File: src/design/itp_pkg.sv
package itp_pkg;

    localparam int STACK_DEPTH_DEF = 16;

    localparam logic [7:0] CH_PLUS       = 8'h2B;
    localparam logic [7:0] CH_MINUS      = 8'h2D;
    localparam logic [7:0] CH_STAR       = 8'h2A;
    localparam logic [7:0] CH_SLASH      = 8'h2F;
    localparam logic [7:0] CH_LPAREN     = 8'h28;
    localparam logic [7:0] CH_RPAREN     = 8'h29;
    localparam logic [7:0] CH_UNDERSCORE = 8'h5F;

    typedef logic [2:0] op_code_t;
    localparam op_code_t CODE_ADD    = 3'd0;
    localparam op_code_t CODE_SUB    = 3'd1;
    localparam op_code_t CODE_MUL    = 3'd2;
    localparam op_code_t CODE_DIV    = 3'd3;
    localparam op_code_t CODE_LPAREN = 3'd4;

    typedef logic [1:0] item_kind_t;
    localparam item_kind_t KIND_IDENT     = 2'd0;
    localparam item_kind_t KIND_TOKEN_END = 2'd1;
    localparam item_kind_t KIND_SYMBOL    = 2'd2;
    localparam item_kind_t KIND_EXPR_END  = 2'd3;

    typedef enum logic [2:0] {
        CLS_SPACE,
        CLS_IDENT,
        CLS_OP,
        CLS_LPAREN,
        CLS_RPAREN,
        CLS_OTHER,
        CLS_END
    } char_class_t;

    typedef enum logic [2:0] {
        ST_IDLE,
        ST_TOKEN,
        ST_POP,
        ST_TAIL,
        ST_DONE
    } seq_state_t;

    typedef struct packed {
        logic [7:0] char_code;
        logic       is_end;
    } in_word_t;

    typedef struct packed {
        item_kind_t item_kind;
        logic [7:0] symbol;
        logic       stack_overflow;
        logic       last_of_run;
    } out_word_t;

    function automatic char_class_t classify(input logic [7:0] c, input logic is_end);
        char_class_t cls;
        if (is_end) begin
            cls = CLS_END;
        end else if (c inside {8'h20, [8'h09:8'h0D]}) begin
            cls = CLS_SPACE;
        end else if (c inside {[8'h30:8'h39], [8'h41:8'h5A], [8'h61:8'h7A], CH_UNDERSCORE}) begin
            cls = CLS_IDENT;
        end else if (c inside {CH_PLUS, CH_MINUS, CH_STAR, CH_SLASH}) begin
            cls = CLS_OP;
        end else if (c == CH_LPAREN) begin
            cls = CLS_LPAREN;
        end else if (c == CH_RPAREN) begin
            cls = CLS_RPAREN;
        end else begin
            cls = CLS_OTHER;
        end
        return cls;
    endfunction

    function automatic op_code_t op_code(input logic [7:0] c);
        op_code_t code;
        case (c)
            CH_PLUS:   code = CODE_ADD;
            CH_MINUS:  code = CODE_SUB;
            CH_STAR:   code = CODE_MUL;
            CH_SLASH:  code = CODE_DIV;
            CH_LPAREN: code = CODE_LPAREN;
            default:   code = CODE_ADD;
        endcase
        return code;
    endfunction

    function automatic logic [7:0] code_char(input op_code_t code);
        logic [7:0] ch;
        case (code)
            CODE_ADD:    ch = CH_PLUS;
            CODE_SUB:    ch = CH_MINUS;
            CODE_MUL:    ch = CH_STAR;
            CODE_DIV:    ch = CH_SLASH;
            CODE_LPAREN: ch = CH_LPAREN;
            default:     ch = CH_PLUS;
        endcase
        return ch;
    endfunction

    function automatic logic [1:0] code_prec(input op_code_t code);
        logic [1:0] prec;
        case (code)
            CODE_ADD, CODE_SUB: prec = 2'd1;
            CODE_MUL, CODE_DIV: prec = 2'd2;
            default:            prec = 2'd0;
        endcase
        return prec;
    endfunction

endpackage

File: src/design/itp_stack_mem.sv
module itp_stack_mem #(
    parameter int STACK_DEPTH = itp_pkg::STACK_DEPTH_DEF,
    parameter int ADDR_W      = (STACK_DEPTH > 1) ? $clog2(STACK_DEPTH) : 1
) (
    input  logic              clk,
    input  logic              we,
    input  logic [ADDR_W-1:0] waddr,
    input  itp_pkg::op_code_t wdata,
    input  logic              re,
    input  logic [ADDR_W-1:0] raddr,
    output itp_pkg::op_code_t rdata
);
    import itp_pkg::*;

    op_code_t mem [STACK_DEPTH];
    op_code_t rdata_reg;

    always_ff @(posedge clk)
    begin
        if (we)
        begin
            mem[waddr] <= wdata;
        end
    end

    always_ff @(posedge clk)
    begin
        if (re)
        begin
            rdata_reg <= mem[raddr];
        end
    end

    assign rdata = rdata_reg;

endmodule

File: src/design/itp_ctrl.sv
module itp_ctrl #(
    parameter int STACK_DEPTH = itp_pkg::STACK_DEPTH_DEF
) (
    input  logic               clk,
    input  logic               rst_n,
    input  logic               start,
    input  itp_pkg::in_word_t  start_word,
    output logic               busy,
    input  logic               emit_ready,
    output logic               emit_valid,
    output itp_pkg::out_word_t emit_word
);
    import itp_pkg::*;

    localparam int ADDR_W = (STACK_DEPTH > 1) ? $clog2(STACK_DEPTH) : 1;
    localparam int CNT_W  = $clog2(STACK_DEPTH + 1);
    localparam logic [CNT_W-1:0] CNT_FULL = CNT_W'(STACK_DEPTH);
    localparam logic [CNT_W-1:0] CNT_ONE  = CNT_W'(1);
    localparam logic [CNT_W-1:0] CNT_TWO  = CNT_W'(2);

    seq_state_t  state_reg, state_next;
    logic [CNT_W-1:0] count_reg, count_next;
    logic        tokp_reg, tokp_next;
    logic        pend_v_reg, pend_v_next;
    out_word_t   pend_reg, pend_next;
    op_code_t    top_reg, top_next;
    logic        fresh_reg, fresh_next;
    char_class_t cls_reg;
    op_code_t    code_reg;
    logic [7:0]  char_reg;

    logic        slot_ok;
    logic        new_req;
    out_word_t   new_item;
    op_code_t    top_cur;
    logic        count_nz;
    logic        pop_cond;
    logic        mem_we;
    logic        mem_re;
    logic [CNT_W-1:0] raddr_full;
    logic [ADDR_W-1:0] mem_raddr;
    op_code_t    mem_rdata;

    itp_stack_mem #(
        .STACK_DEPTH(STACK_DEPTH),
        .ADDR_W     (ADDR_W)
    ) u_stack (
        .clk  (clk),
        .we   (mem_we),
        .waddr(count_reg[ADDR_W-1:0]),
        .wdata(code_reg),
        .re   (mem_re),
        .raddr(mem_raddr),
        .rdata(mem_rdata)
    );

    // Top of stack comes from the memory the cycle after a pop read.
    assign top_cur    = fresh_reg ? mem_rdata : top_reg;
    assign count_nz   = (count_reg != '0);
    assign slot_ok    = !pend_v_reg || emit_ready;
    assign busy       = (state_reg != ST_IDLE);
    assign raddr_full = count_reg - CNT_TWO;
    assign mem_raddr  = raddr_full[ADDR_W-1:0];

    always_comb
    begin
        case (cls_reg)
            CLS_END:    pop_cond = count_nz;
            CLS_OP:     pop_cond = count_nz && (code_prec(top_cur) >= code_prec(code_reg));
            CLS_RPAREN: pop_cond = count_nz && (top_cur != CODE_LPAREN);
            default:    pop_cond = 1'b0;
        endcase
    end

    always_ff @(posedge clk or negedge rst_n)
    begin
        if (!rst_n)
        begin
            state_reg  <= ST_IDLE;
            count_reg  <= '0;
            tokp_reg   <= 1'b0;
            pend_v_reg <= 1'b0;
            fresh_reg  <= 1'b0;
        end
        else
        begin
            state_reg  <= state_next;
            count_reg  <= count_next;
            tokp_reg   <= tokp_next;
            pend_v_reg <= pend_v_next;
            fresh_reg  <= fresh_next;
        end
    end

    always_ff @(posedge clk)
    begin
        pend_reg <= pend_next;
        top_reg  <= top_next;
        if (start)
        begin
            cls_reg  <= classify(start_word.char_code, start_word.is_end);
            code_reg <= op_code(start_word.char_code);
            char_reg <= start_word.char_code;
        end
    end

    always_comb
    begin
        state_next  = state_reg;
        count_next  = count_reg;
        tokp_next   = tokp_reg;
        pend_v_next = pend_v_reg;
        pend_next   = pend_reg;
        top_next    = top_cur;
        fresh_next  = 1'b0;
        mem_we      = 1'b0;
        mem_re      = 1'b0;
        new_req     = 1'b0;
        new_item    = '{item_kind: KIND_SYMBOL, symbol: 8'h00,
                        stack_overflow: 1'b0, last_of_run: 1'b0};
        emit_valid  = 1'b0;
        emit_word   = pend_reg;
        emit_word.last_of_run = 1'b0;

        case (state_reg)
            ST_IDLE:
            begin
                if (start)
                begin
                    state_next = ST_TOKEN;
                end
            end
            ST_TOKEN:
            begin
                if (cls_reg == CLS_IDENT)
                begin
                    if (slot_ok)
                    begin
                        new_req            = 1'b1;
                        new_item.item_kind = KIND_IDENT;
                        new_item.symbol    = char_reg;
                        tokp_next          = 1'b1;
                        state_next         = ST_DONE;
                    end
                end
                else if (cls_reg == CLS_SPACE)
                begin
                    state_next = ST_DONE;
                end
                else if (tokp_reg)
                begin
                    if (slot_ok)
                    begin
                        new_req            = 1'b1;
                        new_item.item_kind = KIND_TOKEN_END;
                        tokp_next          = 1'b0;
                        state_next         = ST_POP;
                    end
                end
                else
                begin
                    state_next = ST_POP;
                end
            end
            ST_POP:
            begin
                if (!pop_cond)
                begin
                    state_next = ST_TAIL;
                end
                else if (slot_ok)
                begin
                    new_req            = 1'b1;
                    new_item.item_kind = KIND_SYMBOL;
                    new_item.symbol    = code_char(top_cur);
                    count_next         = count_reg - CNT_ONE;
                    // fetch the entry below for the next compare
                    mem_re             = (count_reg >= CNT_TWO);
                    fresh_next         = mem_re;
                end
            end
            ST_TAIL:
            begin
                case (cls_reg)
                    CLS_OP, CLS_LPAREN:
                    begin
                        if (count_reg == CNT_FULL)
                        begin
                            // drop the push and flag the held word, or hold a new flagged word if none is held
                            if (pend_v_reg)
                            begin
                                pend_next.stack_overflow = 1'b1;
                            end
                            else
                            begin
                                pend_v_next = 1'b1;
                                pend_next   = '{item_kind: KIND_SYMBOL, symbol: 8'h00,
                                                stack_overflow: 1'b1, last_of_run: 1'b0};
                            end
                        end
                        else
                        begin
                            mem_we     = 1'b1;
                            count_next = count_reg + CNT_ONE;
                            top_next   = code_reg;
                        end
                        state_next = ST_DONE;
                    end
                    CLS_RPAREN:
                    begin
                        if (count_nz)
                        begin
                            count_next = count_reg - CNT_ONE;
                            mem_re     = (count_reg >= CNT_TWO);
                            fresh_next = mem_re;
                        end
                        state_next = ST_DONE;
                    end
                    CLS_END:
                    begin
                        if (slot_ok)
                        begin
                            new_req            = 1'b1;
                            new_item.item_kind = KIND_EXPR_END;
                            state_next         = ST_DONE;
                        end
                    end
                    default:
                    begin
                        state_next = ST_DONE;
                    end
                endcase
            end
            ST_DONE:
            begin
                if (slot_ok)
                begin
                    emit_valid            = pend_v_reg;
                    emit_word.last_of_run = 1'b1;
                    pend_v_next           = 1'b0;
                    state_next            = ST_IDLE;
                end
            end
            default:
            begin
                state_next = ST_IDLE;
            end
        endcase

        // hand the held word on once the next one exists
        if (new_req)
        begin
            emit_valid  = pend_v_reg;
            pend_next   = new_item;
            pend_v_next = 1'b1;
        end
    end

    a_idle_empty: assert property (@(posedge clk) disable iff (!rst_n)
        state_reg == ST_IDLE |-> !pend_v_reg)
        else $error("held word left over at idle");

    a_count_range: assert property (@(posedge clk) disable iff (!rst_n)
        count_reg <= CNT_FULL)
        else $error("stack count above depth");

    a_emit_ready: assert property (@(posedge clk) disable iff (!rst_n)
        emit_valid |-> emit_ready)
        else $error("word emitted into a full output stage");

    a_pop_count: assert property (@(posedge clk) disable iff (!rst_n)
        (state_reg == ST_POP && pop_cond && slot_ok)
        |=> count_reg == $past(count_reg) - CNT_ONE)
        else $error("pop did not lower the stack count");

endmodule

File: src/design/infix_to_postfix_converter_top.sv
// Channel  Direction  Handshake            Word
// char     sink       char_valid/stall     itp_pkg::in_word_t  (char_code, is_end)
// item     source     item_valid/stall     itp_pkg::out_word_t (kind, symbol, flags)
//
// One character at a time: an identifier character or whitespace passes through the token
// and done states; any other character or the end marker passes through token, pop, tail
// and done, repeating pop for each popped stack entry. The stack sits in a synchronous RAM
// whose read of the next entry overlaps the pop, so pops run back to back unless stalled.
// Reset clears the stack count, the pending-identifier flag and the sequencer;
// the stack RAM is not cleared. A stall on the item side holds the sequencer;
// char_stall is high whenever a character is in flight.
module infix_to_postfix_converter_top #(
    parameter int STACK_DEPTH = itp_pkg::STACK_DEPTH_DEF
) (
    input  logic               clk,
    input  logic               rst_n,
    input  logic               char_valid,
    output logic               char_stall,
    input  itp_pkg::in_word_t  char_word,
    output logic               item_valid,
    input  logic               item_stall,
    output itp_pkg::out_word_t item_word
);
    import itp_pkg::*;

    logic      busy;
    logic      start;
    logic      emit_ready;
    logic      emit_valid;
    out_word_t emit_word;
    logic      item_valid_reg;
    out_word_t item_word_reg;

    assign char_stall = busy;
    assign start      = char_valid && !busy;
    assign emit_ready = !item_valid_reg || !item_stall;

    itp_ctrl #(
        .STACK_DEPTH(STACK_DEPTH)
    ) u_ctrl (
        .clk       (clk),
        .rst_n     (rst_n),
        .start     (start),
        .start_word(char_word),
        .busy      (busy),
        .emit_ready(emit_ready),
        .emit_valid(emit_valid),
        .emit_word (emit_word)
    );

    always_ff @(posedge clk or negedge rst_n)
    begin
        if (!rst_n)
        begin
            item_valid_reg <= 1'b0;
        end
        else if (emit_valid)
        begin
            item_valid_reg <= 1'b1;
        end
        else if (!item_stall)
        begin
            item_valid_reg <= 1'b0;
        end
    end

    always_ff @(posedge clk)
    begin
        if (emit_valid)
        begin
            item_word_reg <= emit_word;
        end
    end

    assign item_valid = item_valid_reg;
    assign item_word  = item_word_reg;

endmodule
File: config.mk
export PLATFORM = sky130hd
export DESIGN_NAME = infix_to_postfix_converter_top
export DESIGN_NICKNAME = d
export VERILOG_FILES = /design/src/design/itp_pkg.sv /design/src/design/itp_stack_mem.sv /design/src/design/itp_ctrl.sv /design/src/design/infix_to_postfix_converter_top.sv
export SDC_FILE = /design/constraint.sdc
export NUM_CORES = 1
export LEC_CHECK = 0
export ABC_AREA = 1
export BUFFER_PORTS_ARGS = -buffer_cell sky130_fd_sc_hd__clkbuf_2
export CELL_PAD_IN_SITES_DETAIL_PLACEMENT = 0
export CELL_PAD_IN_SITES_GLOBAL_PLACEMENT = 1
export CORE_MARGIN = 4
export CORE_UTILIZATION = 45
export DETAILED_ROUTE_END_ITERATION = 8
export HOLD_SLACK_MARGIN = 0.15
export PLACE_DENSITY_LB_ADDON = 0.25
export SYNTH_ARGS = -nofsm -noshare
export SYNTH_HDL_FRONTEND = slang
export SYNTH_SLANG_ARGS = --single-unit
File: constraint.sdc
create_clock -name clk -period 3.2 [get_ports clk]
set_input_delay 0 -clock clk [delete_from_list [all_inputs] [get_ports clk]]
set_output_delay 0 -clock clk [all_outputs]
set_load 0.05 [all_outputs]
-- Word level (Yosys, flattened, before mapping)
Memories as Yosys holds them, arrays and structs flattened. A register that Yosys moved wholly into a read port is not among the register bits.
Index checks and enable logic that the tools add are counted.
- register bits after elaboration: 52
- bits of input ports: 13
- output and inout bits: 14
- memory bits (writable): 48
- memories kept: 1
- logic and storage cells: 194
- memory list (name ; words ; width ; read ports ; clocked after Yosys merged registers in ; write ports ; RTL line ; source):
    u_ctrl.u_stack.mem ; 16 ; 3 ; 1 ; 1 ; 1 ; itp_stack_mem.sv:15 ; op_code_t mem [STACK_DEPTH];
- muxes and demuxes: 81
- reductions and logical operators: 39
- equality and inequality tests: 42
- $add $sub $neg: 3
- magnitude comparators: 10
- operators with widths (operator ; count):
    $eq 8x6->1 const B ; 7
    $mux 3 ; 17
    $mux 12 ; 4
    $mux 1 ; 32
    $mux 10 ; 3
    $eq 3x2->1 const B ; 8
    $pmux 3 s4 ; 2
    $mux 5 ; 4
    $pmux 5 s2 ; 2
    $ge 8x7->1 const B ; 2
    $le 8x7->1 const B ; 2
    $mux 8 ; 2
    $pmux 8 s2 ; 1
    $pmux 3 s5 ; 1
    $eq 3x1->1 const B ; 4
    $eq 3x3->1 const B ; 4
    $logic_not 3->1 ; 4
    $mux 2 ; 6
    $ne 2x1->1 const B ; 6
    $reduce_and 4->1 ; 3
    $reduce_or 2->1 ; 6
    $reduce_bool 2->1 ; 5
    $ne 3x3->1 const B ; 3
    $eq 8x7->1 const B ; 1
    26 further kinds ; 46

-- Longest topological paths before layout
Gate-level depths: netlist of run 1.
- word-level depth: 12
- gate-level depth with buffers: 16
- mapped depth without buffers: 16

-- By module
Synthesis of run 1 repeated with hierarchy kept, for this count alone.
- cells, all modules: 536
- area, all modules: 5038.6 um^2
- modules (own cells, without submodules) (module ; instances ; seq. area each (um^2) ; area an instance (um^2) ; cells an instance):
    itp_ctrl ; 1 ; 1076.0 ; 2359.8 ; 294
    itp_stack_mem ; 1 ; 1531.5 ; 2269.7 ; 224
    infix_to_postfix_converter_top ; 1 ; 385.4 ; 409.1 ; 18

-- Least setup slack after synthesis of run 1
Ideal clock, no wire load.
- kind: register -> register
- from: register u_ctrl.count_reg[0]
- to: register u_ctrl.pend_reg, in the netlist u_ctrl.emit_word[10], enable pin
- arrival time: 2.137 ns
- path slack: 0.672 ns
- setup time: 0.391 ns
- clock period less this slack: 2.528 ns
- required time: 2.809 ns
- stages on the path, launching flop included: 9
- path buffers: 2
- path through: dfrtp_1 -> buf_2 -> inv_1 -> buf_2 -> ha_1 -> nand3_1 -> inv_2 -> nand2_4 -> o21ai_0
- longest elaborated chain between the ends: 7
- elaborated cells between the ends (all ways): 12
- those cells by class: eq/ne (2); mux (3); reduce/logical (7)
- RTL lines (item ; RTL line ; source):
    from (decl) ; itp_ctrl.sv:22 ; logic [CNT_W-1:0] count_reg, count_next;
    from (signal assigned) ; itp_ctrl.sv:88 ; count_reg <= count_next;
    $reduce_bool 5->1 ; itp_ctrl.sv:59 ; assign count_nz = (count_reg != '0);
    $logic_and 1x1->1, on equally long branches ; itp_ctrl.sv:70, itp_ctrl.sv:69 ;
    $pmux 1 s3 ; itp_ctrl.sv:67 ; case (cls_reg)
    $mux 1 ; itp_ctrl.sv:167 ; if (!pop_cond)
    $pmux 1 s3 ; itp_ctrl.sv:125 ; case (state_reg)
    $ne 2x2->1 (no line) / $reduce_bool 2->1 (equally long branches) ; n/a ;
    $reduce_and 4->1 (no line) * ; n/a ;
    to (signal assigned) ; itp_ctrl.sv:97 ; pend_reg <= pend_next;
    to (decl) ; itp_ctrl.sv:25 ; out_word_t pend_reg, pend_next;
Mark *: on every way between the ends. The rest lies on a longest branch, timed or not.
A chain may end at the register's enable or synchronous reset.

-- Worst setup path in the final report of run 1
- from: register u_ctrl.fresh_reg
- to: register u_ctrl.pend_reg, in the netlist u_ctrl.emit_word[11], enable pin
- longest elaborated chain between the ends: 12
- elaborated cells between the ends (all ways): 21
- those cells by class: order compare (1); eq/ne (5); mux (6); reduce/logical (9)
- RTL lines (item ; RTL line ; source):
    from (decl) ; itp_ctrl.sv:27 ; logic fresh_reg, fresh_next;
    from (signal assigned) ; itp_ctrl.sv:91 ; fresh_reg <= fresh_next;
    $mux 3 * ; itp_ctrl.sv:58 ; assign top_cur = fresh_reg ? mem_rdata : top_reg;
    $eq 3x2->1 (tied with other cells) ; itp_pkg.sv:104 ; case (code)
    $reduce_or 2->1 ; itp_pkg.sv:104 ;
    $pmux 2 s2 ; itp_pkg.sv:104 ;
    $mux 2 ; itp_ctrl.sv:67 ;
    $ge 2x2->1 ; itp_ctrl.sv:69 ; CLS_OP: pop_cond = count_nz && (code_prec(top_cur) >= code_prec(code_reg));
    $logic_and 1x1->1 ; itp_ctrl.sv:69 ;
    $pmux 1 s3 * ; itp_ctrl.sv:67 ;
    $mux 1 * ; itp_ctrl.sv:167 ;
    $pmux 1 s3 * ; itp_ctrl.sv:125 ;
    $ne 2x2->1 (no line) / $reduce_bool 2->1 (equally long branches) ; n/a ;
    $reduce_and 4->1 (no line) * ; n/a ;
Mark *: on every way between the ends. The rest lies on a longest branch, timed or not. The select of a mux whose other input is x is not followed.

==> results.tsv, run 1 <==
metric	value	unit
worstRegToRegCells	15	
critical-path-max-stage-delay	440	ps
gp_congestion	0.853	
timing.critical_path.slowest_stage_cell	sky130_fd_sc_hd__o21ai_0	
cts_setup_buffers	0	
drt_pre_antenna_iters	5	
avgRoutedWirePerCell	15.7	um
largest_register_ff_count	48	
initial_core_util	46.5	%
cp-start-kind	flip-flop	
route.vias.total	3345	
remaining_antenna_violation_count	0	
pin_count	27	
grt_first_pass_wirelength	16600	um
design.final.nets	530	
area_delta_synth_final	13.1	%
timing.setup.tns	0	ps
final-hold-violation-count	0	
unrepaired_setup_endpoints_after_global_routing	false	
post_synth_xor_area_fraction	1.45	%
clock_latency_late_sink	360	ps
path_cells	inv_2, nand2_1, nand2_1, nand3_1, ha_1, inv_1, nand2_1, nand2_1, nand2_1, nand3_1, nand2_2, nand4_4, nand2_1, inv_1, o21ai_0	
ff2ff_setup_slack	590	ps
combined_area_of_the_multi_input_logic_cells	1590	um2
fp.dieArea	12400	um2
path_common_cell	sky130_fd_sc_hd__nand2_1	
antenna_found_initial	0	
syn_area	4820	um2
track_usage	16.7	%
postCtsHoldBufs	13	
clock_skew	16.6	ps
yosysTopAreaCell	sky130_fd_sc_hd__edfxtp_1	
synth-simple-area-share	20.3	%
yosysTopAreaCellShare	54.2	%
status	finished, final reports clean	
grt_overflow_total	0	
root_cell_of_the_clock_tree	sky130_fd_sc_hd__clkbuf_8	
post_cts_gate_resize_count	0	
hold_path_end	u_ctrl.char_reg[6]	
final.period_utilization	81.6	%
report.final.setup_viol	0	
cp.arrival	2590	ps
holdCritPathClass	input pin to flip-flop	
timing.critical_path.to_type	flip-flop	
critical_path_buf_inv_count	3	
cts_max_level	3	
max_freq	0.383	GHz
cts_buffer_count	9	
path_max_fanout	10	
worstReg2RegEnd	u_ctrl.emit_word[11]	
rr_startpoint	u_ctrl.fresh_reg	
route.detailed.vias_per_inst	5.16	
synth_fp_nets	482	
slew_violations	0	
netlist_top_cells_area	sky130_fd_sc_hd__edfxtp_1 (54%), sky130_fd_sc_hd__nand2_1 (6.5%), sky130_fd_sc_hd__dfrtp_1 (6.2%)	
peak_vdd_ir	0.344	mV
grt_start_max_net_pins	30	
die_width	111	um
post-route-util	52.6	%
die_height	111	um
drv.max_cap_violation_count	0	
synthAdderAreaFrac	2.60	%
tightest_slew	1210	ps
p_leak	2.16	nW
final_layout_size_suffix_gt1_share	15.6	%
synth_seq_area_share	62.1	%
slew_headroom	18.5	%
tritoncts	yes	
clkTransAtPathRegs	100	ps
placeable_core_region	10400	um2
synth.yosys.warnings	0	
dp.final_hpwl	7410	um
cpLargestDelayFamily	simple AND/OR/NAND/NOR gates	
first_iter_violations	185	
synth-compound-area-share	8.52	%
drc	0	
number_of_stages_on_the_worst_hold_path	2	
finalWirelength	10200	um
finalWorstPathRequiredPeriod	2610	ps
placement.io_buffers	26	
cts-root-to-sink-buffers	2	
final.fill_count	963	
yosys.cell_types.count	41	
avgSynthCellArea	10.5	um2
postSynthRegisterBits	103	
power_density	856	nW/um2
numClockSinks	103	
grt_pass1_vias	3247	
startpoint_of_the_most_critical_hold_path	char_word[7]	
post_synth_inst_count	459	
fp-row-count	37	
diodes	0	
share_of_synthesized_area_spent_on_multiplexers	0	%
dominant_combinational_cell_family_by_area_after_synthesis	simple AND/OR/NAND/NOR gates	
seq_cell_area	2990	um2
critical_path_start_end_classification	flip-flop to flip-flop	
crit_required	3180	ps
## worst max-delay path by stage
stage | from | end | slack [ps] | cells after the start
2_1_floorplan | u_ctrl.count_reg[0] | u_ctrl.emit_word[10] | 670 | 8
3_3_place_gp | u_ctrl.fresh_reg | u_ctrl.emit_word[2] | 700 | 15
3_5_place_dp | u_ctrl.fresh_reg | u_ctrl.emit_word[2] | 600 | 15
4_1_cts | u_ctrl.fresh_reg | u_ctrl.emit_word[4] | 590 | 15
5_1_grt | u_ctrl.fresh_reg | u_ctrl.emit_word[3] | 360 | 15
6_report | u_ctrl.fresh_reg | u_ctrl.emit_word[11] | 590 | 15
## where the power goes
| group | leakage (nW) | switching [mW] | internal, mW |
|---|---|---|---|
| Sequential | 0.982 | 0.162 | 1.77 |
| Clock | 0.102 | 0.446 | 0.393 |
| Combinational | 1.08 | 1.32 | 0.570 |
## layer usage
metal  wire length, um  share of wire (%)  global-route usage (%)
met2              4660                 46                    26.1
met4                89               0.88                    3.49
met3               468                4.6                    3.10
met1              4940                 49                    24.5
met5                 0                  0                       0
## cell usage after synthesis
library cell and count:
sky130_fd_sc_hd__nand3b_1 2, sky130_fd_sc_hd__xor2_1 5, sky130_fd_sc_hd__ha_1 10, sky130_fd_sc_hd__nand3_2 3
sky130_fd_sc_hd__dfrtp_1 12, sky130_fd_sc_hd__nand2_2 6, sky130_fd_sc_hd__a21oi_1 6, sky130_fd_sc_hd__inv_1 37
sky130_fd_sc_hd__o21ai_1 3, sky130_fd_sc_hd__nor4_1 3, sky130_fd_sc_hd__buf_1 1, sky130_fd_sc_hd__a31oi_1 3
sky130_fd_sc_hd__nor3_1 3, sky130_fd_sc_hd__o22ai_1 9, sky130_fd_sc_hd__nor2_2 2, sky130_fd_sc_hd__o21ai_0 42
sky130_fd_sc_hd__a21boi_0 1, sky130_fd_sc_hd__nand2_4 4, sky130_fd_sc_hd__or3_1 1, sky130_fd_sc_hd__inv_4 1
sky130_fd_sc_hd__nand4_4 1, sky130_fd_sc_hd__xnor2_1 3, sky130_fd_sc_hd__o21ai_2 1, sky130_fd_sc_hd__nor2_4 2
sky130_fd_sc_hd__buf_2 4, sky130_fd_sc_hd__buf_6 3, sky130_fd_sc_hd__nand3_4 1, sky130_fd_sc_hd__nor3_4 2
sky130_fd_sc_hd__clkbuf_1 2, sky130_fd_sc_hd__o211ai_1 3, sky130_fd_sc_hd__a22oi_1 1, sky130_fd_sc_hd__edfxtp_1 87
sky130_fd_sc_hd__nand4_1 1, sky130_fd_sc_hd__o221ai_1 3, sky130_fd_sc_hd__nand2_1 83, sky130_fd_sc_hd__nand3_1 22
sky130_fd_sc_hd__nor3b_1 1, sky130_fd_sc_hd__nor2_1 72, sky130_fd_sc_hd__a211oi_1 1, sky130_fd_sc_hd__dfxtp_1 4
sky130_fd_sc_hd__inv_2 8
## cell type report
class,instances,area share (%)
Clock buffer,11,2.59
Clock inverter,5,1.22
Inverter,46,3.21
Multi-Input combinational cell,300,29.1
Sequential cell,103,54.9
Tap cell,136,3.12
Timing Repair Buffer,47,5.88
## logic make-up after synthesis
family,count (synthesis)
compound gates,73
xor+xnor,8
fa+ha+maj,10
buf+inv,56
flops,103
simple gates,209
## per-stage QoR
step,power (mW),instances,cell area (um2),setup WS [ps],hold slack (ps)
detailed placement,3.84,619,5110,604,-71.7
global route,5.00,648,5450,355,387
floorplan,3.35,459,4820,672,-296
global placement,3.82,619,5110,702,-67.2
finish,4.67,648,5450,590,384
CTS,4.69,648,5450,586,365
## worst reg2reg max path, cell delays in order (launching register included)
cell and delay [ps]:
sky130_fd_sc_hd__dfrtp_1 420, sky130_fd_sc_hd__inv_2 80, sky130_fd_sc_hd__nand2_1 50, sky130_fd_sc_hd__nand2_1 120, sky130_fd_sc_hd__nand3_1 100, sky130_fd_sc_hd__ha_1 290, sky130_fd_sc_hd__inv_1 40, sky130_fd_sc_hd__nand2_1 40
sky130_fd_sc_hd__nand2_1 40, sky130_fd_sc_hd__nand2_1 60, sky130_fd_sc_hd__nand3_1 80, sky130_fd_sc_hd__nand2_2 120, sky130_fd_sc_hd__nand4_4 130, sky130_fd_sc_hd__nand2_1 150, sky130_fd_sc_hd__inv_1 60, sky130_fd_sc_hd__o21ai_0 440
## cell usage in the layout, fill, tap and decap left out, types with 2 or more instances in the layout
cell type	instances
sky130_fd_sc_hd__nand3b_1	2
sky130_fd_sc_hd__a31oi_1	3
sky130_fd_sc_hd__nand3_1	22
sky130_fd_sc_hd__o21ai_0	42
sky130_fd_sc_hd__xor2_1	5
sky130_fd_sc_hd__inv_1	37
sky130_fd_sc_hd__o221ai_1	3
sky130_fd_sc_hd__inv_2	8
sky130_fd_sc_hd__nor2_4	2
sky130_fd_sc_hd__edfxtp_1	87
sky130_fd_sc_hd__ha_1	10
sky130_fd_sc_hd__buf_4	8
sky130_fd_sc_hd__clkbuf_2	26
sky130_fd_sc_hd__nand2_4	4
sky130_fd_sc_hd__dlygate4sd3_1	13
sky130_fd_sc_hd__nor2_2	2
sky130_fd_sc_hd__nor3_4	2
sky130_fd_sc_hd__a21oi_1	6
sky130_fd_sc_hd__nor3_1	3
sky130_fd_sc_hd__dfrtp_1	12
sky130_fd_sc_hd__o211ai_1	3
sky130_fd_sc_hd__nand2_2	6
sky130_fd_sc_hd__clkbuf_8	10
sky130_fd_sc_hd__nor2_1	72
sky130_fd_sc_hd__nand2_1	83
sky130_fd_sc_hd__dfxtp_1	4
sky130_fd_sc_hd__nor4_1	3
sky130_fd_sc_hd__xnor2_1	3
sky130_fd_sc_hd__nand3_2	3
sky130_fd_sc_hd__o22ai_1	9
sky130_fd_sc_hd__o21ai_1	3
Note: power is estimated with default switching activity, not from simulation.
==> run 2, diff against run 1 <==
==> constraint.sdc (replaced) <==
create_clock -name clk -period 2.49 [get_ports clk]
set_input_delay 0 -clock clk [delete_from_list [all_inputs] [get_ports clk]]
set_output_delay 0 -clock clk [all_outputs]
set_load 0.05 [all_outputs]
==> results.tsv, run 2 (synthesis results as in run 1) <==
metric	value	unit	change
dr_wl_met3	270	um	-42%
mostFrequentLayoutCell	sky130_fd_sc_hd__edfxtp_1		
cp.arrival	2350	ps	-240 ps
drv.max_cap_violation_count	0		unchanged
grt_overflow_total	0		unchanged
antenna_found_initial	0		unchanged
route.detailed.vias_per_inst	5.11		-1.1%
design.final.nets	541		+2.1%
slew_headroom	54.3	%	+36 points
post-route-cell-area	5510	um2	+1.1%
cpLargestDelayFamily	simple AND/OR/NAND/NOR gates		
placed_area	5150	um2	+0.73%
final-hold-violation-count	0		unchanged
path_max_fanout	6		-4
clock_latency_late_sink	370	ps	about the same
status	finished, final reports clean		
first_iter_violations	212		+15%
root_cell_of_the_clock_tree	sky130_fd_sc_hd__clkbuf_8		
clkTransAtPathRegs	90	ps	about the same
placement.io_buffers	26		unchanged
finalWorstPathRequiredPeriod	2260	ps	-348 ps
grt_first_pass_wirelength	16600	um	+0.30%
slew_violations	0		unchanged
route.vias.total	3365		+0.60%
power_density	1080	nW/um2	+26%
avgRoutedWirePerCell	14.9	um	-4.7%
clock_skew	10.1	ps	-6.55 ps
crit_required	2570	ps	-610 ps
top_layer	met4		
timing.critical_path.to_type	flip-flop		
final_layout_size_suffix_gt1_share	17.8	%	+2.2 points
critical-path-max-stage-delay	420	ps	-20 ps
combined_area_of_the_multi_input_logic_cells	1600	um2	+0.71%
post-route-util	53.2	%	+0.60 points
cp-start-kind	flip-flop		
placeable_core_region	10400	um2	unchanged
path_cells	inv_2, nand2_1, nand2_2, nand3_1, ha_1, inv_1, nand2_1, nand2_1, nand2_1, nand3_1, nand2_2, nand4_4, nand2_2, inv_1, o21ai_2, buf_4		
cts-root-to-sink-buffers	2		unchanged
diodes	0		unchanged
fp.dieArea	12400	um2	unchanged
max_freq	0.442	GHz	+15%
path_common_cell	sky130_fd_sc_hd__nand2_1		
report.final.setup_viol	0		unchanged
seq_cell_area	2990	um2	unchanged
track_usage	16.8	%	+0.16 points
grt_pass1_vias	3343		+3.0%
dp.final_hpwl	7110	um	-4.0%
tritoncts	yes		
area_delta_synth_final	14.4	%	
peak_vdd_ir	0.418	mV	+22%
fp-row-count	37		unchanged
finalWirelength	9840	um	-3.0%
cts_buffer_count	9		unchanged
die_width	111	um	unchanged
pin_count	27		unchanged
p_total	5.93	mW	+27%
numClockSinks	103		unchanged
die_height	111	um	unchanged
initial_core_util	46.5	%	unchanged
wl_met2	4570	um	-1.9%
final.fill_count	927		-3.7%
timing.setup.tns	0	ps	unchanged
timing.hold.ws	366	ps	-18.3 ps
largest_register_ff_count	48		unchanged
critical_path_buf_inv_count	4		+1
cts_max_level	3		unchanged
holdCritPathClass	input pin to flip-flop		
timing.critical_path.slowest_stage_cell	sky130_fd_sc_hd__dfrtp_1		
drc	0		unchanged
critical_path_start_end_classification	flip-flop to flip-flop		
mostFrequentLayoutCells	sky130_fd_sc_hd__edfxtp_1 (87), sky130_fd_sc_hd__nand2_1 (80), sky130_fd_sc_hd__nor2_1 (72)		
m1WireLength	4800	um	-2.7%
grt_start_max_net_pins	30		unchanged
final.period_utilization	90.9	%	+9.3 points
p_leak	2.20	nW	+1.6%
remaining_antenna_violation_count	0		unchanged
gp_congestion	0.844		-1.1%
drt_pre_antenna_iters	4		-1
tightest_slew	685	ps	-524 ps
-- run 2: final timing paths --
path | startpoint | endpoint | slack, ps | depth (start not counted)
hold / removal | char_word[7] | u_ctrl.char_reg[6] | 370 | 2
setup reg to reg | u_ctrl.fresh_reg | u_ctrl.emit_word[5] | 230 | 16
min in group asynchronous | rst_n | u_ctrl.tokp_reg | 740 | 3
hold reg to reg | u_ctrl.emit_word[8] | item_word[8] | 430 | 0
setup / recovery | u_ctrl.fresh_reg | u_ctrl.emit_word[5] | 230 | 16
max in group asynchronous | rst_n | u_ctrl.count_reg[0] | 1330 | 3
-- run 2: per-stage QoR --
stage                     setup slack, ps  cells
final                                 228    659
after floorplan                       193    459
after global placement                221    624
after detailed placement              113    624
after global routing                -24.9    659
after CTS                             104    653
-- run 2: routing by layer --
metal  GRT usage (%)  vias up
met4            7.06        0
met2            26.6       64
met1            23.4     1596
li1                -     1691
met5               0        -
met3            2.45       14
-- run 2: layout make-up --
cell class | count | area share [%]
inverters | 46 | 3.18
flip-flops and latches | 103 | 54.3
well taps | 136 | 3.09
multi-input cells | 300 | 29.0
repair buffers | 58 | 7.44
clock buffers | 12 | 2.63
clock inverters | 4 | 0.431
-- run 2: power by group --
part	total (mW)	switching [mW]	internal, mW
Clock	0.920	0.533	0.387
Combinational	2.53	1.71	0.818
Sequential	2.48	0.209	2.27
-- run 2: timing repair --
item	in CTS	in global routing
resized for setup	0	8
setup endpoints to repair	0	25
hold buffers	13	0
endpoints found under the hold margin	29	0
buffers inserted	0	5
